File: src/hdl/bast_pkg.sv
// Shared constants, types and helpers for the block average / deviation core.
// Used by every module under hdl; depends on nothing else.
package bast_pkg;

    localparam int AVG_MAX   = 1024;
    localparam int CHANNELS  = 4;
    localparam int SMP_W     = 32;
    localparam int CNT_W     = 11;
    localparam int IDX_W     = $clog2(AVG_MAX);
    localparam int LANE_W    = 2;
    localparam int ADDR_W    = IDX_W + LANE_W;
    localparam int SUM_W     = SMP_W + IDX_W;
    localparam int SQ_W      = 2 * SMP_W + 1;
    localparam int ACC_W     = SQ_W + IDX_W;
    localparam int DIV_W     = ACC_W;
    localparam int DIV_CNT_W = $clog2(DIV_W);
    localparam int ROOT_W    = SMP_W;
    localparam int RAD_W     = 2 * ROOT_W;

    localparam logic [3:0] ALL_LANES = 4'h0F;

    // Configuration register indexes.
    localparam logic REG_CHANNEL_ENABLE = 1'b0;
    localparam logic REG_AVERAGE_COUNT  = 1'b1;

    typedef logic signed [SMP_W-1:0] sample_t;

    // Clamp a 33-bit signed difference to the signed 32-bit range.
    function automatic sample_t sat32(input logic signed [SMP_W:0] v);
        sample_t r;
        if (v[SMP_W] != v[SMP_W-1]) begin
            r = v[SMP_W] ? {1'b1, {(SMP_W-1){1'b0}}} : {1'b0, {(SMP_W-1){1'b1}}};
        end else begin
            r = v[SMP_W-1:0];
        end
        return r;
    endfunction

endpackage

File: src/hdl/bast_divider.sv
// Restoring divider, one quotient bit per cycle, for the block mean and variance.
// Depends on bast_pkg for its widths.
module bast_divider (
    input  logic                         aclk,
    input  logic                         aresetn,
    input  logic                         start,
    input  logic [bast_pkg::DIV_W-1:0]   dividend,
    input  logic [bast_pkg::CNT_W-1:0]   divisor,
    output logic                         done,
    output logic                         busy,
    output logic [bast_pkg::DIV_W-1:0]   quotient
);

    logic [bast_pkg::CNT_W-1:0]     rem_reg;
    logic [bast_pkg::CNT_W-1:0]     dsr_reg;
    logic [bast_pkg::DIV_W-1:0]     quo_reg;
    logic [bast_pkg::DIV_CNT_W-1:0] cnt_reg;
    logic                           busy_reg;
    logic                           done_reg;
    logic [bast_pkg::CNT_W:0]       trial;
    logic                           fits;

    // Shift in the next dividend bit and try to subtract the divisor.
    assign trial = {rem_reg, quo_reg[bast_pkg::DIV_W-1]};
    assign fits  = trial >= {1'b0, dsr_reg};

    always_ff @(posedge aclk) begin
        if (!aresetn) begin
            busy_reg <= 1'b0;
            done_reg <= 1'b0;
            cnt_reg  <= '0;
        end else begin
            done_reg <= 1'b0;
            if (start) begin
                busy_reg <= 1'b1;
                cnt_reg  <= '0;
                rem_reg  <= '0;
                dsr_reg  <= divisor;
                quo_reg  <= dividend;
            end else if (busy_reg) begin
                rem_reg <= fits ? bast_pkg::CNT_W'(trial - {1'b0, dsr_reg})
                                : trial[bast_pkg::CNT_W-1:0];
                quo_reg <= {quo_reg[bast_pkg::DIV_W-2:0], fits};
                cnt_reg <= cnt_reg + 1'b1;
                if (cnt_reg == bast_pkg::DIV_CNT_W'(bast_pkg::DIV_W - 1)) begin
                    busy_reg <= 1'b0;
                    done_reg <= 1'b1;
                end
            end
        end
    end

    assign done     = done_reg;
    assign busy     = busy_reg;
    assign quotient = quo_reg;

endmodule

File: config.mk
export PLATFORM = sky130hd
export DESIGN_NAME = bast_divider
export DESIGN_NICKNAME = d
export VERILOG_FILES = /design/src/hdl/bast_pkg.sv /design/src/hdl/bast_divider.sv
export SDC_FILE = /design/constraint.sdc
export NUM_CORES = 1
export LEC_CHECK = 0
export CAP_MARGIN = 0
export CORE_ASPECT_RATIO = 1.4
export CORE_MARGIN = 2
export CORE_UTILIZATION = 64
export DETAILED_ROUTE_END_ITERATION = 8
export DONT_BUFFER_PORTS = 1
export PLACE_DENSITY = 0.88
export SETUP_SLACK_MARGIN = 0.3
export SYNTH_ARGS = -nofsm -noshare
export SYNTH_HDL_FRONTEND = slang
export SYNTH_SLANG_ARGS = --single-unit
File: constraint.sdc
create_clock -name aclk -period 10.63 [get_ports aclk]
set_input_delay 1.5945 -clock aclk [delete_from_list [all_inputs] [get_ports aclk]]
set_output_delay 1.5945 -clock aclk [all_outputs]
set_load 0.02 [all_outputs]
==> flow_summary.yaml, run 1 <==
status:
  status: "finished, final reports clean"
final_layout:
  areaGrowthSynthToFinish_pct: 6.81
  diodes: 0
  nets: 440
  largest_reg_flops: 75
  layoutNonFillerInstCount: 441
  layout-drive-gt1-share_pct: 30.5
  fillers: 528
  final_core_util_pct: 69.2
clock_tree:
  clkTransAtPathRegs_ns: 0.10
  cts.sinks: 106
  cts_max_level: 3
  cts_setup_buffers: 0
  hold_buffers: 0
  clk_path_buf_depth: 2
  clk_latency_ns: 0.37
  cts-root-buf: "clkbuf_8"
  cts_tree: "built"
  cts_buffers: 9
  cts.repair.resized: 0
placed_design:
  post-place-ws_ns: 7.68
  portBuffers: 0
  dpl.hpwl_um: 6620
  gp_congestion: 0.801
  dp.cells: 426
logic_synthesis:
  synthAdderAreaFrac_pct: 3.68
  synth_mux_area_share_pct: 16.8
  ys_ff_latch: 106
  synth_top_family_by_area: "multiplexers"
  synth-compound-area-share_pct: 6.61
  syn_avg_cell_area_um2: 14.7
  synth_warnings: 0
  synth-xor-area-share_pct: 1.77
  ys_seq_area_share_pct: 62.4
  synth_edf_count: 97
  synth_area_um2: 4960
  synth.distinct_cells: 41
  synth_area_leaders: "edfxtp_1 59%, mux2_2 17%, dfxtp_1 3.6%"
  synthFlopType: "edfxtp_1"
  synth.top_cell.area_share_pct: 58.7
  ys_async_sr_fraction_pct: 0
  synth_common_cells: "97 x edfxtp_1, 74 x mux2_2, 16 x inv_1, 13 x a21oi_1, 13 x ha_1"
  synth_nets: 441
  synth.most_common_cell: "edfxtp_1"
  synth_area_leader_cell: "edfxtp_1"
  syn_inst: 338
  yosys.area_share.simple_pct: 6.41
floorplanning:
  num_rows: 38
  io_pins: 166
  die_w_um: 78.4
  core-area_um2: 7650
  start_util_pct: 64.8
  die_y_um: 108
  dieArea_um2: 8480
global_routing:
  first_global_vias: 2838
  overflow: 0
  grt_usage_pct: 22.6
  antenna_found_initial: 0
  grt_start_max_net_pins: 92
  grt_pass1_wl_um: 14200
power_and_ir_drop:
  intPower_uw: 731
  swShare_pct: 24.3
  p_total_uw: 966
  peakVddDrop_mv: 0.118
  power_per_cell_area_nw_per_um2: 182
  pwr-share-clk_pct: 32.1
  p_switching_uw: 235
  p_seq_share_pct: 55.5
  leakagePower_uw: 0.00183
  power_frac_comb_pct: 12.4
sta:
  hold_viol: 0
  rsz0062_at_grt: "no"
  slew_violations: 0
  worstMarginPinSlew_ns: 1.08
  setup_ws_ns: 7.73
  fmax_mhz: 344
  fin_crit_sh_pct: 27.3
  max_slew_margin_pct: 27.9
  clock-skew-final_ns: 0.00684
  fin_crit_ns: 2.90
  setup_viol: 0
  tns_ns: 0
critical_path:
  crit_slowest_cell: "edfxtp_1"
  required_ns: 10.81
  worstPathMaxFanout: 15
  reg2reg_to: "rem_reg[9]"
  cp.arrival_ns: 3.09
  crit_start: "quotient[74]"
  slowest_delay_ns: 0.52
  crit_chain: "inv_1 -> ha_1 -> fa_1 -> nand2b_1 -> a21oi_2 -> o21ai_2 -> nor3b_4 -> or3_4 -> o32ai_1"
  worstSetupPathType: "reg -> reg"
  crit_end: "rem_reg[9]"
  r2r-start: "quotient[74]"
  r2r_cells: 9
  cp-start-kind: "register"
  regToRegSetupSlack_ns: 7.73
  crit_path_end_kind: "register"
route:
  drc_errors: 0
  vias: 2746
  drtAntennaViolNets: 0
  wl_um: 9460
  routedWlPerCell_um: 21.5
  dr.first_iter.drc_count: 177
  firstDrtPassIters: 4
  vias_per_cell: 6.23
job:
  drv_cap: 0
hold_path:
  hold_path_class: "reg -> reg"
layout by cell type (no fill, tap or decap), types with 2 or more instances in the layout:
| master | n |
|---|---|
| nor2_1 | 12 |
| a21boi_0 | 3 |
| or3_2 | 4 |
| clkbuf_8 | 9 |
| nand2b_1 | 8 |
| or3_1 | 4 |
| o21ai_2 | 3 |
| edfxtp_1 | 97 |
| nor3b_1 | 2 |
| ha_1 | 13 |
| dfxtp_1 | 9 |
| a21oi_2 | 3 |
| o211ai_1 | 5 |
| mux2_2 | 74 |
| o21a_1 | 2 |
| nand4_1 | 3 |
| xor2_1 | 6 |
| inv_1 | 16 |
| xnor2_1 | 4 |
| or3_4 | 2 |
| bufinv_16 | 4 |
| a21oi_1 | 13 |
| o32ai_1 | 2 |
| o21ai_1 | 6 |
| o21ai_0 | 8 |
| nand2_1 | 12 |
metrics by stage:
step	cell area [um^2]	hold slack (ns)
6_report	5300	0.498
4_1_cts	5300	0.503
3_3_place_gp	5040	0.466
3_5_place_dp	5040	0.490
2_1_floorplan	4960	0.453
5_1_grt	5300	0.525
layer usage:
layer  track usage, %  wire length, um  up-vias
met4             11.4              260        0
met3             9.27              978       20
met5                0                0        -
met1             25.6             3500     1318
met2             36.9             4720      137
li1                 -                -     1271
worst max-delay path, delay by kind of cell, from the launching register on:
kind / cells / cell delay [ns]
AND/OR/NAND/NOR: 3 / 0.81
AO/OA/AOI/OAI: 3 / 0.65
adder cells (fa/ha/maj): 2 / 0.63
flip-flops: 1 / 0.52
buffers and inverters: 1 / 0.09
cell families after synthesis:
kind of cell / count (synthesis)
flip-flops: 106
multiplexers: 74
AND/OR/NAND/NOR: 54
AO/OA/AOI/OAI: 51
buffers and inverters: 29
adder cells (fa/ha/maj): 14
XOR/XNOR: 10
power groups by stage:
stage          sequential (uW)  clock [uW]  combinational, uW
5_1_grt                    539         329                132
4_1_cts                    536         317                120
6_report                   536         310                119
3_3_place_gp               545           0                114
3_5_place_dp               545           0                120
2_1_floorplan              538           0                106
worst min-delay path by stage:
stage                     slack [ns]  cells after the start          to       start
after global placement          0.47                      2  cnt_reg[6]  cnt_reg[6]
after global routing            0.52                      2  cnt_reg[6]  cnt_reg[6]
final                           0.50                      2  cnt_reg[6]  cnt_reg[6]
after detailed placement        0.49                      2  cnt_reg[6]  cnt_reg[6]
after CTS                       0.50                      2  cnt_reg[6]  cnt_reg[6]
after floorplan                 0.45                      2  cnt_reg[6]  cnt_reg[6]
final cells by class:
type                    count  area, um^2  area share [%]
multi-input cells         203        1760            33.2
repair buffers              1        7.51           0.142
well taps                 100         125            2.36
inverters                  16        60.1            1.13
flip-flops and latches    106        3090            58.4
clock buffers              10         128            2.41
clock inverters             5         128            2.41
No activity file was read; power rests on OpenSTA's default activity.
==> run 2: changes to the inputs <==
--- a/config.mk
+++ b/config.mk
@@ -5,13 +5,14 @@
 export SDC_FILE = /design/constraint.sdc
 export NUM_CORES = 1
 export LEC_CHECK = 0
+export ABC_AREA = 1
 export CAP_MARGIN = 0
 export CORE_ASPECT_RATIO = 1.4
 export CORE_MARGIN = 2
-export CORE_UTILIZATION = 64
+export CORE_UTILIZATION = 63
 export DETAILED_ROUTE_END_ITERATION = 8
 export DONT_BUFFER_PORTS = 1
-export PLACE_DENSITY = 0.88
+export PLACE_DENSITY = 0.87
 export SETUP_SLACK_MARGIN = 0.3
 export SYNTH_ARGS = -nofsm -noshare
 export SYNTH_HDL_FRONTEND = slang
==> constraint.sdc (replaced) <==
create_clock -name aclk -period 2.9 [get_ports aclk]
set_input_delay 0.435 -clock aclk [delete_from_list [all_inputs] [get_ports aclk]]
set_output_delay 0.435 -clock aclk [all_outputs]
set_load 0.02 [all_outputs]
==> flow_summary.yaml, run 2 <==
placed_design:
  dpl.hpwl_um: 8350
  dpl_cell_area_um2: 5300
  gp_congestion: 0.907
  portBuffers: 0
critical_path:
  required_ns: 3.00
  crit_slowest_cell: "edfxtp_1"
  path_buf_inv: 2
  slowest_delay_ns: 0.46
  worstPathMaxFanout: 12
  crit_chain: "inv_1 -> ha_1 -> fa_1 -> inv_1 -> nand3_1 -> nand3_2 -> nand3_2 -> nand3_2 -> nor2_4 -> nor2_1 -> nor2_1"
  worst_path_most_repeated_cell: "nand3_2"
  crit_path_end_kind: "register"
  worstSetupPathType: "reg -> reg"
  cp-start-kind: "register"
  cp.arrival_ns: 2.55
  crit_family: "simple AND/OR/NAND/NOR gates"
route:
  wl_um: 11400
  vias_per_cell: 5.60
  drc_errors: 0
  firstDrtPassIters: 6
  routedWlPerCell_um: 16.5
  dr.first_iter.drc_count: 322
  drtAntennaViolNets: 0
  vias: 3857
status:
  status: "finished, final reports clean"
logic_synthesis:
  synth_area_leader_cell: "edfxtp_1"
  synth.most_common_cell: "nand2_1"
  synth_nets: 694
  syn_avg_cell_area_um2: 8.85
  ys_ff_latch: 106
  synth_common_cells: "296 x nand2_1, 97 x edfxtp_1, 56 x inv_1, 34 x nor2_1, 14 x clkbuf_1"
  synth.distinct_cells: 25
  synth.top_cell.area_share_pct: 55.7
  synth_area_leaders: "edfxtp_1 56%, nand2_1 21%, inv_1 4.0%"
  ys_async_sr_fraction_pct: 0
  synth_area_um2: 5230
  syn_inst: 591
  synth_edf_count: 97
  synth_warnings: 0
  synthFlopType: "edfxtp_1"
  ys_seq_area_share_pct: 59.1
floorplanning:
  core-area_um2: 8100
  die_w_um: 81.0
  start_util_pct: 64.6
  num_rows: 39
  io_pins: 166
  dieArea_um2: 9060
  die_y_um: 112
sta:
  fin_crit_sh_pct: 84.6
  fmax_mhz: 408
  clock-skew-final_ns: 0.00906
  rsz0062_at_grt: "no"
  worstMarginPinSlew_ns: 0.698
  holdWs_ns: 0.181
  slew_violations: 0
  hold_viol: 0
  setup_viol: 0
  fin_crit_ns: 2.45
  max_slew_margin_pct: 53.4
  tns_ns: 0
final_layout:
  design_area_um2: 5610
  largest_reg_flops: 75
  final_core_util_pct: 69.2
  mostFrequentLayoutCells: "295 x nand2_1, 97 x edfxtp_1, 55 x inv_1"
  nets: 685
  fillers: 631
  final_common_cell: "nand2_1"
  layout-drive-gt1-share_pct: 6.30
  diodes: 0
  areaGrowthSynthToFinish_pct: 7.20
power_and_ir_drop:
  p_total_uw: 3840
  power_per_cell_area_nw_per_um2: 685
  peakVddDrop_mv: 0.504
  leakagePower_uw: 0.00259
clock_tree:
  cts_tree: "built"
  clk_latency_ns: 0.35
  cts.sinks: 106
  hold_buffers: 0
  cts_setup_buffers: 0
  clk_path_buf_depth: 2
  cts_max_level: 3
  clkTransAtPathRegs_ns: 0.07
  cts_buffers: 9
  cts-root-buf: "clkbuf_16"
global_routing:
  grt_pass1_wl_um: 17800
  first_global_vias: 3822
  grt_start_max_net_pins: 81
  overflow: 0
  grt_usage_pct: 26.0
  antenna_found_initial: 0
hold_path:
  hold_path_class: "in -> reg"
job:
  drv_cap: 0
==> run 2: cell types whose count changed after synthesis, sizes merged, moves of 10 or more <==
cell	delta
nand3	+16
nand4	+10
mux2	-74
o21ai	-11
or3	-10
inv	+40
nand2	+286
nor2	+29
==> run 2: what timing repair did <==
item,CTS,global route
endpoints found under the setup margin,0,12
hold endpoints to repair,0,0
gates resized for setup,0,1
==> run 2: worst paths after layout <==
| kind | from | end | slack, ns | cells after the start |
|---|---|---|---|---|
| setup reg to reg | quotient[74] | rem_reg[4] | 0.45 | 11 |
| hold reg to reg | cnt_reg[6] | cnt_reg[6] | 0.49 | 1 |
| setup / recovery | quotient[74] | rem_reg[4] | 0.45 | 11 |
| hold / removal | divisor[8] | dsr_reg[8] | 0.18 | 0 |
==> run 2: per-stage QoR <==
step	cells	worst slack [ns]
after floorplan	591	0.575
after global placement	673	0.532
after detailed placement	673	0.405
after CTS	689	0.360
after global routing	689	0.304
final	689	0.448
==> run 2: worst reg2reg max path, stage by stage (launching register included) <==
cell	delay, ns
edfxtp_1	0.46
inv_1	0.10
ha_1	0.23
fa_1	0.40
inv_1	0.09
nand3_1	0.08
nand3_2	0.12
nand3_2	0.25
nand3_2	0.18
nor2_4	0.10
nor2_1	0.12
nor2_1	0.06
==> run 2: area by class of cell <==
cell class / count / area, um^2 / share of cell area, %
clock buffer: 9 / 225 / 4.02
inverter: 56 / 210 / 3.75
timing repair buffer: 3 / 47.5 / 0.848
clock inverter: 7 / 78.8 / 1.41
multi-input combinational: 406 / 1830 / 32.6
sequential: 106 / 3090 / 55.2
tap: 102 / 128 / 2.28
==> run 2: routing by layer <==
metal	wire length, um	vias up	GRT usage [%]
li1	-	1863	-
met1	4110	1796	29.2
met2	6120	173	45.3
met3	895	25	8.27
met4	236	0	9.94
met5	0	-	0
==> run 2: power by group <==
group | internal, uW | switching (uW) | total [uW]
Clock | 677 | 553 | 1230
Combinational | 188 | 371 | 559
Sequential | 1850 | 206 | 2050
Total | 2710 | 1130 | 3840
==> run 2: cell families after synthesis <==
kind of cell | count (synthesis) | share of synthesized area, %
XOR/XNOR | 3 | 0.502
buffers and inverters | 79 | 6.22
AND/OR/NAND/NOR | 373 | 29.1
flip-flops | 106 | 59.1
adder cells (fa/ha/maj) | 14 | 3.49
AO/OA/AOI/OAI | 16 | 1.60
==> run 3: changes to the inputs <==
==> constraint.sdc (replaced) <==
create_clock -name aclk -period 2.6 [get_ports aclk]
set_input_delay 0.39 -clock aclk [delete_from_list [all_inputs] [get_ports aclk]]
set_output_delay 0.39 -clock aclk [all_outputs]
set_load 0.02 [all_outputs]
==> flow_summary.yaml, run 3 (synthesis results as in run 2) <==
status:
  status: "finished, final reports clean"
final_layout:
  areaGrowthSynthToFinish_pct: 6.94
  diodes: 0
  fillers: 641
  layout-drive-gt1-share_pct: 6.60
  nets: 690
  mostFrequentLayoutCells: "295 x nand2_1, 97 x edfxtp_1, 54 x inv_1"
  final_common_cell: "nand2_1"
  seqCellArea_um2: 3090
  multi_input_comb_area_um2: 1830
  largest_reg_flops: 75
clock_tree:
  cts_buffers: 9
  clk_path_buf_depth: 2
  clkTransAtPathRegs_ns: 0.07
  cts_tree: "built"
  cts-root-buf: "clkbuf_16"
  cts_max_level: 3
  cts.sinks: 106
  clk_latency_ns: 0.34
critical_path:
  regToRegSetupSlack_ns: 0.42
  crit_start: "quotient[74]"
  required_ns: 2.69
  cp.arrival_ns: 2.27
  r2r_cells: 12
  crit_end: "rem_reg[4]"
  reg2reg_to: "rem_reg[4]"
  crit_path_end_kind: "register"
  worstPathMaxFanout: 10
  r2r-start: "quotient[74]"
  cp-start-kind: "register"
  worstSetupPathType: "reg -> reg"
hold_path:
  min_from: "divisor[6]"
  hold_path_class: "in -> reg"
job:
  drv_cap: 0
sta:
  setup_viol: 0
  fmax_mhz: 458
  rsz0062_at_grt: "no"
  worstMarginPinSlew_ns: 0.595
  slew_violations: 0
  setup_ws_ns: 0.419
  holdWs_ns: 0.140
  fin_crit_sh_pct: 83.9
  clock-skew-final_ns: 0.00746
  max_slew_margin_pct: 60.3
  fin_crit_ns: 2.18
  hold_viol: 0
  tns_ns: 0
floorplanning:
  num_rows: 39
  start_util_pct: 64.6
  die_y_um: 112
  die_w_um: 81.0
  io_pins: 166
  core-area_um2: 8100
  dieArea_um2: 9060
placed_design:
  gp_congestion: 0.969
  dpl.hpwl_um: 8310
  post-place-ws_ns: 0.264
  portBuffers: 0
route:
  routedWlPerCell_um: 16.3
  firstDrtPassIters: 5
  drtAntennaViolNets: 0
  vias: 3858
  dr.first_iter.drc_count: 294
  drc_errors: 0
  vias_per_cell: 5.57
  wl_um: 11300
power_and_ir_drop:
  intPower_uw: 2920
  leakagePower_uw: 0.00258
  p_seq_share_pct: 55.8
  peakVddDrop_mv: 0.588
  power_per_cell_area_nw_per_um2: 734
  p_total_uw: 4100
  p_switching_uw: 1190
  power_frac_comb_pct: 15.3
  swShare_pct: 28.9
  pwr-share-clk_pct: 28.8
global_routing:
  first_global_vias: 3772
  grt_usage_pct: 26.1
  grt_pass1_wl_um: 17900
  grt_start_max_net_pins: 81
  antenna_found_initial: 0
  overflow: 0
-- run 3: cell types whose count changed in the layout (fill, tap and decap cells not counted), sizes merged --
cell	previous run	this run
buf	3	8
bufinv	1	0
clkbuf	9	11
clkinv	3	4
clkinvlp	2	0
inv	57	56
-- run 3: layout make-up --
type | instances | area share, %
flip-flops and latches | 106 | 55.3
repair buffers | 8 | 1.52
clock inverters | 4 | 0.358
inverters | 56 | 3.76
multi-input cells | 406 | 32.6
well taps | 102 | 2.28
clock buffers | 11 | 4.16
-- run 3: worst min-delay path by stage --
stage	end	slack (ns)	cells after the start
finish	dsr_reg[6]	0.14	0
global route	dsr_reg[1]	0.13	0
CTS	dsr_reg[6]	0.13	0
detailed placement	cnt_reg[6]	0.47	1
global placement	cnt_reg[6]	0.43	1
floorplan	cnt_reg[6]	0.42	1
-- run 3: worst max-delay path, cell delays in order, from the launching register on --
cell	delay (ns)
edfxtp_1	0.47
inv_2	0.08
ha_2	0.21
fa_2	0.36
inv_1	0.09
nand3_1	0.08
nand3_2	0.09
nand3_2	0.07
nand3_2	0.08
nor2_2	0.05
buf_4	0.18
nor2_1	0.11
nor2_1	0.06
-- run 3: power groups by stage --
stage | Clock (uW) | Combinational, uW | Sequential, uW
2_1_floorplan | 0 | 503 | 2290
3_3_place_gp | 0 | 587 | 2320
3_5_place_dp | 0 | 615 | 2320
4_1_cts | 1200 | 619 | 2290
5_1_grt | 1250 | 716 | 2300
6_report | 1180 | 630 | 2290
-- run 3: what timing repair did --
item                                    in CTS  in global routing
gates resized for setup                      1                  2
endpoints found under the hold margin        0                  0
setup buffers                                0                  1
endpoints found under the setup margin       5                 10
gates cloned                                 0                  0
hold buffers                                 0                  0
-- run 3: through the flow --
stage | util (%) | cells | area (um^2)
2_1_floorplan | - | 591 | 5230
3_3_place_gp | 65.8 | 677 | 5330
3_5_place_dp | 65.8 | 677 | 5330
4_1_cts | 68.9 | 692 | 5580
5_1_grt | 69.1 | 693 | 5590
6_report | 69.1 | 693 | 5590
-- run 3: layer usage --
metal  track usage [%]  vias up  share of wire, %
li1                  -     1871                 -
met5                 0        -                 0
met1              30.5     1777                37
met4              10.8        0               2.3
met3              6.40       30               7.5
met2              45.2      180                53
