**src/hdl/bast_pkg.sv**
```systemverilog
// Shared constants, types and helpers for the block average / deviation core.
// Used by every module under hdl; depends on nothing else.
package bast_pkg;

    localparam int AVG_MAX   = 1024;
    localparam int CHANNELS  = 4;
    localparam int SMP_W     = 32;
    localparam int CNT_W     = 11;
    localparam int IDX_W     = $clog2(AVG_MAX);
    localparam int LANE_W    = 2;
    localparam int ADDR_W    = IDX_W + LANE_W;
    localparam int SUM_W     = SMP_W + IDX_W;
    localparam int SQ_W      = 2 * SMP_W + 1;
    localparam int ACC_W     = SQ_W + IDX_W;
    localparam int DIV_W     = ACC_W;
    localparam int DIV_CNT_W = $clog2(DIV_W);
    localparam int ROOT_W    = SMP_W;
    localparam int RAD_W     = 2 * ROOT_W;

    localparam logic [3:0] ALL_LANES = 4'h0F;

    // Configuration register indexes.
    localparam logic REG_CHANNEL_ENABLE = 1'b0;
    localparam logic REG_AVERAGE_COUNT  = 1'b1;

    typedef logic signed [SMP_W-1:0] sample_t;

    // Clamp a 33-bit signed difference to the signed 32-bit range.
    function automatic sample_t sat32(input logic signed [SMP_W:0] v);
        sample_t r;
        if (v[SMP_W] != v[SMP_W-1]) begin
            r = v[SMP_W] ? {1'b1, {(SMP_W-1){1'b0}}} : {1'b0, {(SMP_W-1){1'b1}}};
        end else begin
            r = v[SMP_W-1:0];
        end
        return r;
    endfunction

endpackage

```
**src/hdl/bast_isqrt.sv**
```systemverilog
// Digit-by-digit integer square root, one root bit per cycle.
// Depends on bast_pkg for its widths.
module bast_isqrt (
    input  logic                          aclk,
    input  logic                          aresetn,
    input  logic                          start,
    input  logic [bast_pkg::RAD_W-1:0]    radicand,
    output logic                          done,
    output logic [bast_pkg::ROOT_W-1:0]   root
);

    localparam int REM_W = bast_pkg::ROOT_W + 3;

    logic [bast_pkg::RAD_W-1:0]          rad_reg;
    logic [REM_W-1:0]                    rem_reg;
    logic [bast_pkg::ROOT_W-1:0]         root_reg;
    logic [$clog2(bast_pkg::ROOT_W)-1:0] cnt_reg;
    logic                                busy_reg;
    logic                                done_reg;
    logic [REM_W-1:0]                    rem_sh;
    logic [REM_W-1:0]                    trial;
    logic                                fits;

    // Bring down two radicand bits and test the next root bit.
    assign rem_sh = {rem_reg[REM_W-3:0], rad_reg[bast_pkg::RAD_W-1 -: 2]};
    assign trial  = {1'b0, root_reg, 2'b01};
    assign fits   = rem_sh >= trial;

    always_ff @(posedge aclk) begin
        if (!aresetn) begin
            busy_reg <= 1'b0;
            done_reg <= 1'b0;
            cnt_reg  <= '0;
        end else begin
            done_reg <= 1'b0;
            if (start) begin
                busy_reg <= 1'b1;
                cnt_reg  <= '0;
                rad_reg  <= radicand;
                rem_reg  <= '0;
                root_reg <= '0;
            end else if (busy_reg) begin
                rad_reg  <= {rad_reg[bast_pkg::RAD_W-3:0], 2'b00};
                rem_reg  <= fits ? rem_sh - trial : rem_sh;
                root_reg <= {root_reg[bast_pkg::ROOT_W-2:0], fits};
                cnt_reg  <= cnt_reg + 1'b1;
                if (cnt_reg == $clog2(bast_pkg::ROOT_W)'(bast_pkg::ROOT_W - 1)) begin
                    busy_reg <= 1'b0;
                    done_reg <= 1'b1;
                end
            end
        end
    end

    assign done = done_reg;
    assign root = root_reg;

endmodule

```
**config.mk**
```make
export PLATFORM = sky130hd
export DESIGN_NAME = bast_isqrt
export DESIGN_NICKNAME = d
export VERILOG_FILES = /design/src/hdl/bast_pkg.sv /design/src/hdl/bast_isqrt.sv
export SDC_FILE = /design/constraint.sdc
export NUM_CORES = 1
export LEC_CHECK = 0
export ABC_AREA = 1
export BUFFER_PORTS_ARGS = -buffer_cell sky130_fd_sc_hd__clkbuf_2
export CAP_MARGIN = 20
export CORE_ASPECT_RATIO = 0.5
export CORE_MARGIN = 5
export CORE_UTILIZATION = 35
export CTS_BUF_LIST = sky130_fd_sc_hd__clkbuf_4 sky130_fd_sc_hd__clkbuf_8 sky130_fd_sc_hd__clkbuf_16
export CTS_CLUSTER_DIAMETER = 60
export CTS_CLUSTER_SIZE = 24
export DETAILED_ROUTE_END_ITERATION = 16
export GPL_TIMING_DRIVEN = 0
export PLACE_DENSITY_LB_ADDON = 0.08
export SKIP_CTS_REPAIR_TIMING = 1
export SLEW_MARGIN = 20
export SYNTH_ARGS = -nofsm -noshare
export SYNTH_HDL_FRONTEND = slang
export SYNTH_SLANG_ARGS = --single-unit
```
**constraint.sdc**
```tcl
create_clock -name aclk -period 4.25 [get_ports aclk]
set_input_delay 0.2125 -clock aclk [delete_from_list [all_inputs] [get_ports aclk]]
set_output_delay 0.2125 -clock aclk [all_outputs]
set_load 0.05 [all_outputs]
```
==> results of run 1 <==
[cell type report]
type | count | area, µm²
buffer | 28 | 158
clock buffer | 17 | 425
clock inverter | 14 | 124
fill | 2728 | 14700
inverter | 212 | 796
multi-input combinational | 818 | 3870
sequential | 136 | 4010
tap | 344 | 430
timing repair buffer | 100 | 538
[final timing paths]
kind,depth (start not counted),endpoint,slack (ns)
max reg2reg,12,rem_reg[24],1.78
max,12,rem_reg[24],1.78
min,3,rad_reg[30],0.03
min reg2reg,2,cnt_reg[4],0.48
[metrics by stage]
stage          instances  cell area, µm²  power [mW]  setup TNS, ns  hold WS (ns)
2_1_floorplan       1194            8830        2.41              0         0.385
3_3_place_gp        1636            9750        2.70        -185.82         0.455
3_5_place_dp        1638            9810        2.70              0         0.469
4_1_cts             1669           10400        4.15              0        0.0134
5_1_grt             1669           10400        4.35              0        0.0285
6_report            1669           10400        4.10              0        0.0338
[cell usage in the layout, fill, tap and decap left out, drive strengths merged, types with 2 or more instances in the layout]
master,count
edfxtp,129
clkinv,7
ha,36
and2,3
dfxtp,7
a21oi,16
nor2,146
nand4,8
o21a,2
clkbuf,126
nand2,519
nor3,13
clkinvlp,3
xor2,15
inv,215
nand3b,2
buf,19
nand3,53
[kinds of logic (layout without fill, tap and decap cells)]
family                     after synthesis  in the layout  share of synthesized area, %
buffers and inverters                  240            371                          10.8
xor gates and xnor gates                15             15                          1.49
adders and majority gates               36             36                          5.10
AOI/OAI and AO/OA                       21             21                          1.44
and+or+nand+nor                        746            746                          35.7
DFF                                    136            136                          45.4
[critical path: stages, from the launching register on]
cell and delay, ns:
edfxtp_1 0.35, inv_1 0.06, ha_1 0.45, nand2_2 0.14, nor2_2 0.21, nand2_2 0.13, nor3_4 0.23, nand2_4 0.16
nand2_8 0.15, buf_8 0.16, nand2_1 0.06, nand2_1 0.06, nor2_1 0.05
[power by group]
part	leakage, nW	switching [mW]	internal [mW]
registers	1.31	0.0408	1.60
logic	3.82	0.704	0.327
clock network	0.264	0.628	0.803
total	5.39	1.37	2.72
[routing by layer]
metal  routed length [µm]  part of all wire (%)  vias up  track usage [%]
met5                    0                     0        -                0
met2                10100                    43      121             27.0
met3                  840                   3.6       24             3.28
li1                     -                     -     3896                -
met4                  345                   1.5        0             4.92
met1                12200                    52     3275             23.8
==> impl_metrics.csv, run 1 <==
group,metric,value,unit
critical_path,path_max_fanout,10,
synth,seq_area_frac_synth,45.4,%
run_status,status,"completed",
timing,maxSlewViolCount,0,
critical_path,start_kind,"flip-flop",
timing,fmax,406,MHz
die,die_h,122,µm
critical_path,worstSetupStartpoint,"root[17]",
synth,ys.warnings.count,0,
placed_design,routabilityCongestion,0.877,
clocking,clock_path_buffers,2,
global_routing,grt_pass1_vias,7369,
synth,synth_ff_type,"edfxtp_1",
power_and_ir_drop,p_per_area,396,nW/µm²
synth,netlist_area,8830,µm²
synth,synth_common_cells,"507 x nand2_1, 201 x inv_1, 136 x nor2_1, 129 x edfxtp_1, 36 x ha_1",
clocking,root_buffer,"clkbuf_16",
die,dieArea,28700,µm²
cells_and_area,final_layout_size_suffix_gt1_share,15.0,%
synth,synth_most_common_cell,"nand2_1",
global_routing,grt_start_max_net_pins,54,
cells_and_area,nets,1416,
timing,fin_crit_sh,58.0,%
timing,post-route-min-period,2.47,ns
clocking,clk_pin_slew_worst_paths,0.06,ns
cells_and_area,syn2layout_area_growth,17.3,%
timing,rsz0062_at_grt,"false",
routing,drtIter0Drc,395,
routing,drc_errors,0,
synth,postSynth.asyncResetShare,0,%
timing,finalSetupViolations,0,
routing,routedWlPerCell,14.1,µm
power_and_ir_drop,power.leakage,5.39,nW
synth,synthCells,1194,
global_routing,gr-total-overflow,0,
routing,antenna_left,0,
synth,syn-num-nets,1297,
cells_and_area,fin_util,41.4,%
global_routing,antenna_found_initial,0,
critical_path,reg2reg_from,"root[17]",
min_path,min-delay-start,"radicand[30]",
routing,viasPerCell,4.38,
synth,synth_top_area_share,43.9,%
min_path,min_path_type,"in -> reg",
timing,worst_slew_margin_rel,44.4,%
timing,tightest_slew,0.834,ns
timing,hold_violations,0,
clocking,worstSkewPairLatency,0.44,ns
power_and_ir_drop,peakVddDrop,214,µV
die,coreArea,25000,µm²
synth,ys_types,38,
timing,final.setup_skew,0.00999,ns
clocking,cts_sinks,136,
placed_design,port_buffers,98,
routing,finalWirelength,23500,µm
routing,firstDrtPassIters,5,
routing,num_vias,7316,
flow_run,maxCapViolations,0,
clocking,ctsHtreeMaxLevel,4,
die,num_rows,41,
die,die_width,235,µm
synth,synth_edf_count,129,
synth,synth-seq-cells,136,
die,start_util,35.3,%
global_routing,track_usage,17.0,%
critical_path,crit_type,"reg -> reg",
critical_path,cp_data_required_time,4.45,ns
placed_design,dp_slack,1.75,ns
cells_and_area,insertedDiodeCount,0,
timing,final.setup.worst_slack,1.78,ns
synth,yosysTopAreaCell,"edfxtp_1",
cells_and_area,largest_reg_flops,64,
placed_design,post-dp-hpwl,18400,µm
critical_path,critical_path_arrival,2.66,ns
global_routing,grt_pass1_wl,38000,µm
die,ioPinCount,100,
clocking,tritoncts,"built",
synth,synthTopCellsByArea,"edfxtp_1 44%, nand2_1 22%, inv_1 8.5%, nor2_1 5.8%, ha_1 5.1%",
critical_path,end_kind,"flip-flop",
clocking,cts_buffers,17,
synth,synth_area_per_cell,7.40,µm²
No activity file was read; power rests on OpenSTA's default activity.
==> run 2, diff against run 1 <==
ABC_AREA = 0   (was 1)
clock period = 2.4 ns   (was 4.25 ns; I/O delays follow)
==> run 2 against run 1 <==
Clock power grew 84%. Sequential share of layout area shrank 0.83 points. Non-clock buffer count grew 99. Via count down 17%. Cell count fell by 27%. Global-route usage decreased by 1.1 points. Area after synthesis shrank 13%. Combinational power increased by 100%. Largest cell class unchanged. Critical path depth shrank 2. Core utilization increased by 7.6 points. The flow now finishes with violations (setup timing).
==> impl_metrics.csv, run 2 <==
group,metric,value,unit
cells_and_area,nFillCells,2035,
cells_and_area,fin_cells,1225,
power_and_ir_drop,total_power,7.65,mW
clocking,cts_buffers,17,
synth,synth_edf_count,129,
synth,synth_area_per_cell,10.9,µm²
synth,postSynth.asyncResetShare,0,%
min_path,hold_path_depth,3,
global_routing,grt_start_max_net_pins,53,
power_and_ir_drop,power.leakage,4.19,nW
routing,firstDrtPassIters,5,
min_path,min_path_type,"in -> reg",
cells_and_area,largest_reg_flops,64,
clocking,clock_path_buffers,2,
power_and_ir_drop,peakVddDrop,526,µV
cells_and_area,final_layout_size_suffix_gt1_share,33.3,%
die,die_h,115,µm
global_routing,globalRouteMet1Util,21.0,%
min_path,hold-path-endpoint,"done",
power_and_ir_drop,switching_share,30.5,%
timing,final.setup.worst_slack,-0.446,ns
placed_design,dp_slack,-0.922,ns
synth,syn-num-nets,808,
global_routing,grt_pass1_vias,5873,
placed_design,dp_cells,1105,
critical_path,cp_cell_sequence,"ha_1 > nand4_1 > or4_4 > or3_4 > nand4b_4 > a21oi_4 > clkinv_4 > buf_12 > nor2_4 > a32o_2",
timing,whs,0.0862,ns
synth,synth_ff_type,"edfxtp_1",
flow_run,maxCapViolations,0,
synth,synth_most_common_cell,"edfxtp_1",
critical_path,reg2reg_from,"rem_reg[9]",
synth,synthTopCellsByArea,"edfxtp_1 50%, mux2_2 9.2%, ha_1 5.8%, nor2_1 4.7%, a21oi_1 3.4%",
critical_path,critical_path_arrival,3.04,ns
global_routing,antenna_found_initial,0,
timing,post-route-min-period,2.85,ns
clocking,root_buffer,"clkbuf_16",
global_routing,met3_usage,5.71,%
routing,finalWirelength,20100,µm
cells_and_area,final_cell_area,10600,µm²
power_and_ir_drop,p_int,5.31,mW
critical_path,slowest_stage,"or4_4",
global_routing,gr-total-overflow,0,
clocking,ctsHtreeMaxLevel,4,
timing,fmax,351,MHz
critical_path,start_kind,"flip-flop",
power_and_ir_drop,power_frac_comb,27.5,%
power_and_ir_drop,clockPowerShare,34.3,%
global_routing,grt_use_met2,24.2,%
die,coreArea,21600,µm²
power_and_ir_drop,power_switching,2.33,mW
die,die_width,220,µm
synth,ys_types,58,
run_status,violations,"setup timing",
routing,drc_errors,0,
timing,rsz0062_at_grt,"true",
timing,hold_violations,0,
placed_design,port_buffers,98,
power_and_ir_drop,p_per_area,722,nW/µm²
critical_path,reg2regPathDepth,10,
cells_and_area,insertedDiodeCount,0,
cells_and_area,final_common_cell,"edfxtp_1",
synth,synthCells,705,
timing,worst_slew_margin_rel,49.0,%
cells_and_area,syn2layout_area_growth,37.4,%
clocking,cts_sinks,136,
routing,num_vias,6050,
placed_design,post-dp-hpwl,14100,µm
global_routing,track_usage,15.9,%
critical_path,path_max_fanout,7,
routing,antenna_left,0,
synth,yosysTopAreaCell,"edfxtp_1",
cells_and_area,nets,1015,
timing,finalSetupViolations,34,
critical_path,end_kind,"flip-flop",
power_and_ir_drop,p_seq_share,38.1,%
critical_path,cp_data_required_time,2.59,ns
die,ioPinCount,100,
routing,routedWlPerCell,16.4,µm
global_routing,grt_pass1_wl,30700,µm
timing,tns,-13.82,ns
timing,maxSlewViolCount,0,
synth,synth_top_area_share,50.3,%
die,num_rows,38,
cells_and_area,fin_util,48.9,%
synth,seq_area_frac_synth,52.1,%
timing,tightest_slew,0.765,ns
routing,drtIter0Drc,319,
global_routing,grt_busiest_layer,"met2",
min_path,min-delay-start,"aresetn",
synth,synth_common_cells,"129 x edfxtp_1, 97 x nor2_1, 63 x mux2_2, 52 x a21oi_1, 45 x inv_1",
routing,viasPerCell,4.94,
placed_design,dpl_cell_area,8730,µm²
run_status,status,"finished, violations left",
clocking,clk_pin_slew_worst_paths,0.06,ns
placed_design,routabilityCongestion,0.853,
synth,netlist_area,7700,µm²
critical_path,r2r_end,"rem_reg[29]",
timing,final.setup_skew,0.00828,ns
critical_path,critPathMaxStageDelay,0.46,ns
cells_and_area,final_cell_mix,"129 x edfxtp_1, 98 x clkbuf_2, 94 x nor2_1",
timing,fin_crit_sh,119,%
critical_path,r2r_setup_slack,-0.45,ns
die,dieArea,25200,µm²
clocking,tritoncts,"built",
synth,synth-seq-cells,136,
clocking,worstSkewPairLatency,0.44,ns
critical_path,crit_type,"reg -> reg",
die,start_util,35.6,%
synth,ys.warnings.count,0,
## run 2: worst max-delay path by stage
stage,start,end,cells after the start
floorplan,root[19],rem_reg[23],12
global placement,root[0],rem_reg[28],10
detailed placement,root[0],rem_reg[28],10
CTS,root[0],rem_reg[28],10
global route,root[12],rem_reg[9],14
finish,rem_reg[9],rem_reg[29],10
## run 2: kinds of logic after synthesis
| group | count (synthesis) | share of synthesized area (%) |
|---|---|---|
| flip-flops | 136 | 52.1 |
| XOR/XNOR | 27 | 3.07 |
| adder cells (fa/ha/maj) | 36 | 5.85 |
| buffers and inverters | 86 | 4.79 |
| AO/OA/AOI/OAI | 141 | 11.3 |
| multiplexers | 73 | 10.5 |
| AND/OR/NAND/NOR | 206 | 12.4 |
## run 2: worst max-delay path, delay by kind of cell, from the launching register on
family	cells	cell delay, ns
AO/OA/AOI/OAI	2	0.34
buffers and inverters	2	0.24
adder cells (fa/ha/maj)	1	0.42
AND/OR/NAND/NOR	5	1.17
flip-flops	1	0.41
## run 2: area by class of cell
| type | instances | area (µm²) | area share [%] |
|---|---|---|---|
| sequential | 136 | 4010 | 37.9 |
| clock inverter | 14 | 149 | 1.41 |
| multi-input combinational | 483 | 3720 | 35.1 |
| timing repair buffer | 193 | 1460 | 13.8 |
| inverter | 47 | 181 | 1.71 |
| tap | 300 | 375 | 3.55 |
| buffer | 34 | 255 | 2.41 |
| clock buffer | 18 | 433 | 4.09 |
## run 2: routing by layer
metal | share of wire, % | up-vias
met2 | 46 | 105
met5 | 0 | -
met1 | 48 | 2938
met4 | 1.6 | 0
li1 | - | 2985
met3 | 4.6 | 22
## run 2: power by group through the flow
| stage | clock, mW | combinational [mW] | sequential [mW] |
|---|---|---|---|
| finish | 2.63 | 2.11 | 2.91 |
| detailed placement | 0 | 1.70 | 2.96 |
| CTS | 2.71 | 1.70 | 2.91 |
| global route | 2.82 | 2.30 | 2.93 |
| global placement | 0 | 1.67 | 2.96 |
| floorplan | 0 | 1.17 | 3.05 |
==> run 3, diff against run 2 <==
CELL_PAD_IN_SITES_DETAIL_PLACEMENT = 0   (was unset)
CELL_PAD_IN_SITES_GLOBAL_PLACEMENT = 1   (was unset)
clock period = 3.4 ns   (was 2.4 ns; I/O delays follow)
==> run 3 against run 2 <==
The flow now finishes without violations. Largest power group is now clock. Global-route usage grew 0.053 points. Via count shrank 6.4%. Cell count shrank 7.2%. Maximum frequency shrank 8.5%.
==> impl_metrics.csv, run 3 (synthesis results as in run 2) <==
group,metric,value,unit
power_and_ir_drop,power.leakage,3.73,nW
placed_design,port_buffers,98,
routing,antenna_left,0,
placed_design,dp_slack,-0.131,ns
die,num_rows,38,
clocking,clk_pin_slew_worst_paths,0.06,ns
critical_path,end_kind,"flip-flop",
placed_design,dp_cells,1105,
critical_path,reg2regPathDepth,10,
routing,firstDrtPassIters,4,
clocking,worstSkewPairLatency,0.43,ns
run_status,status,"completed",
placed_design,routabilityCongestion,0.806,
min_path,min_path_type,"in -> reg",
cells_and_area,final_layout_size_suffix_gt1_share,26.3,%
die,die_width,220,µm
timing,finalSetupViolations,0,
critical_path,r2r_setup_slack,0.29,ns
die,ioPinCount,100,
cells_and_area,fin_cells,1137,
routing,viasPerCell,4.98,
timing,final.setup.worst_slack,0.289,ns
timing,tightest_slew,0.740,ns
clocking,clock_path_buffers,2,
clocking,cts_buffers,17,
global_routing,antenna_found_initial,0,
cells_and_area,final_cell_area,9290,µm²
routing,finalWirelength,19300,µm
routing,drc_errors,0,
routing,num_vias,5661,
global_routing,grt_pass1_wl,31100,µm
clocking,tritoncts,"built",
timing,tns,0,ns
global_routing,grt_pass1_vias,5694,
die,die_h,115,µm
timing,fin_crit_sh,91.5,%
power_and_ir_drop,peakVddDrop,357,µV
timing,final.setup_skew,0.00932,ns
critical_path,reg2reg_from,"rem_reg[16]",
critical_path,critical_path_arrival,3.29,ns
critical_path,worstSetupStartpoint,"rem_reg[16]",
timing,rsz0062_at_grt,"false",
timing,post-route-min-period,3.11,ns
placed_design,dpl_cell_area,8630,µm²
placed_design,post-dp-hpwl,14300,µm
cells_and_area,syn2layout_area_growth,20.6,%
cells_and_area,largest_reg_flops,64,
clocking,ctsHtreeMaxLevel,4,
clocking,root_buffer,"clkbuf_16",
timing,hold_violations,0,
critical_path,crit_type,"reg -> reg",
global_routing,gr-total-overflow,0,
global_routing,track_usage,15.9,%
critical_path,r2r_end,"rem_reg[31]",
critical_path,endpoint,"rem_reg[31]",
timing,maxSlewViolCount,0,
critical_path,cp_data_required_time,3.58,ns
critical_path,path_max_fanout,7,
power_and_ir_drop,total_power,5.28,mW
routing,drtIter0Drc,260,
power_and_ir_drop,p_per_area,569,nW/µm²
die,dieArea,25200,µm²
cells_and_area,final_cell_mix,"129 x edfxtp_1, 100 x clkbuf_2, 97 x nor2_1",
cells_and_area,final_common_cell,"edfxtp_1",
routing,routedWlPerCell,17.0,µm
global_routing,grt_start_max_net_pins,52,
clocking,cts_sinks,136,
timing,fmax,321,MHz
critical_path,start_kind,"flip-flop",
cells_and_area,nets,927,
timing,worst_slew_margin_rel,50.6,%
flow_run,maxCapViolations,0,
cells_and_area,insertedDiodeCount,0,
die,start_util,35.6,%
die,coreArea,21600,µm²
[run 3: changes by cell type in the layout (fill, tap and decap cells not counted), sizes merged]
| cell | change |
|---|---|
| dlygate4sd3 | -64 |
| clkinv | -4 |
| buf | -29 |
| clkbuf | +5 |
| inv | +3 |
| clkinvlp | -1 |
| bufinv | +2 |
[run 3: final cells by class]
type | instances | area, µm²
Inverter | 47 | 176
Fill cell | 2141 | 12300
Buffer | 39 | 195
Sequential cell | 136 | 4010
Multi-Input combinational cell | 483 | 3340
Clock buffer | 18 | 433
Tap cell | 300 | 375
Timing Repair Buffer | 100 | 546
Clock inverter | 14 | 210
[run 3: worst min-delay path by stage]
stage	from	endpoint	slack, ns	cells after the start
after floorplan	radicand[0]	rad_reg[0]	0.37	1
final	radicand[0]	rad_reg[0]	0.02	2
after CTS	radicand[0]	rad_reg[0]	-0.01	2
after detailed placement	radicand[0]	rad_reg[0]	0.46	2
after global routing	radicand[0]	rad_reg[0]	0.01	2
after global placement	radicand[1]	rad_reg[1]	0.46	2
[run 3: worst max-delay path, cell delays in order, from the launching register on]
cell,delay (ns)
edfxtp_1,0.46
ha_1,0.31
buf_4,0.14
nand4_2,0.14
or4_1,0.50
or3_1,0.38
nand4b_2,0.13
o21ai_0,0.22
o21ai_0,0.31
o211ai_1,0.13
o311a_1,0.13
[run 3: stage by stage]
| stage | hold slack (ns) | utilization, % |
|---|---|---|
| finish | 0.0185 | 42.9 |
| global route | 0.0125 | 42.9 |
| CTS | -0.0101 | 42.9 |
| detailed placement | 0.456 | 39.9 |
| global placement | 0.457 | 39.6 |
| floorplan | 0.374 | - |
[run 3: report_power, final]
part / switching (mW) / internal [mW]
Combinational: 0.721 / 0.446
Clock: 0.805 / 1.26
Sequential: 0.0523 / 2.00
[run 3: routing by layer]
layer / wire [µm] / vias up / GRT usage, % / part of all wire [%]
met3: 1310 / 18 / 6.08 / 6.8
met1: 10000 / 2726 / 23.0 / 52
met4: 203 / 0 / 4.20 / 1.1
met5: 0 / - / 0 / 0
li1: - / 2810 / - / -
met2: 7800 / 107 / 22.4 / 40
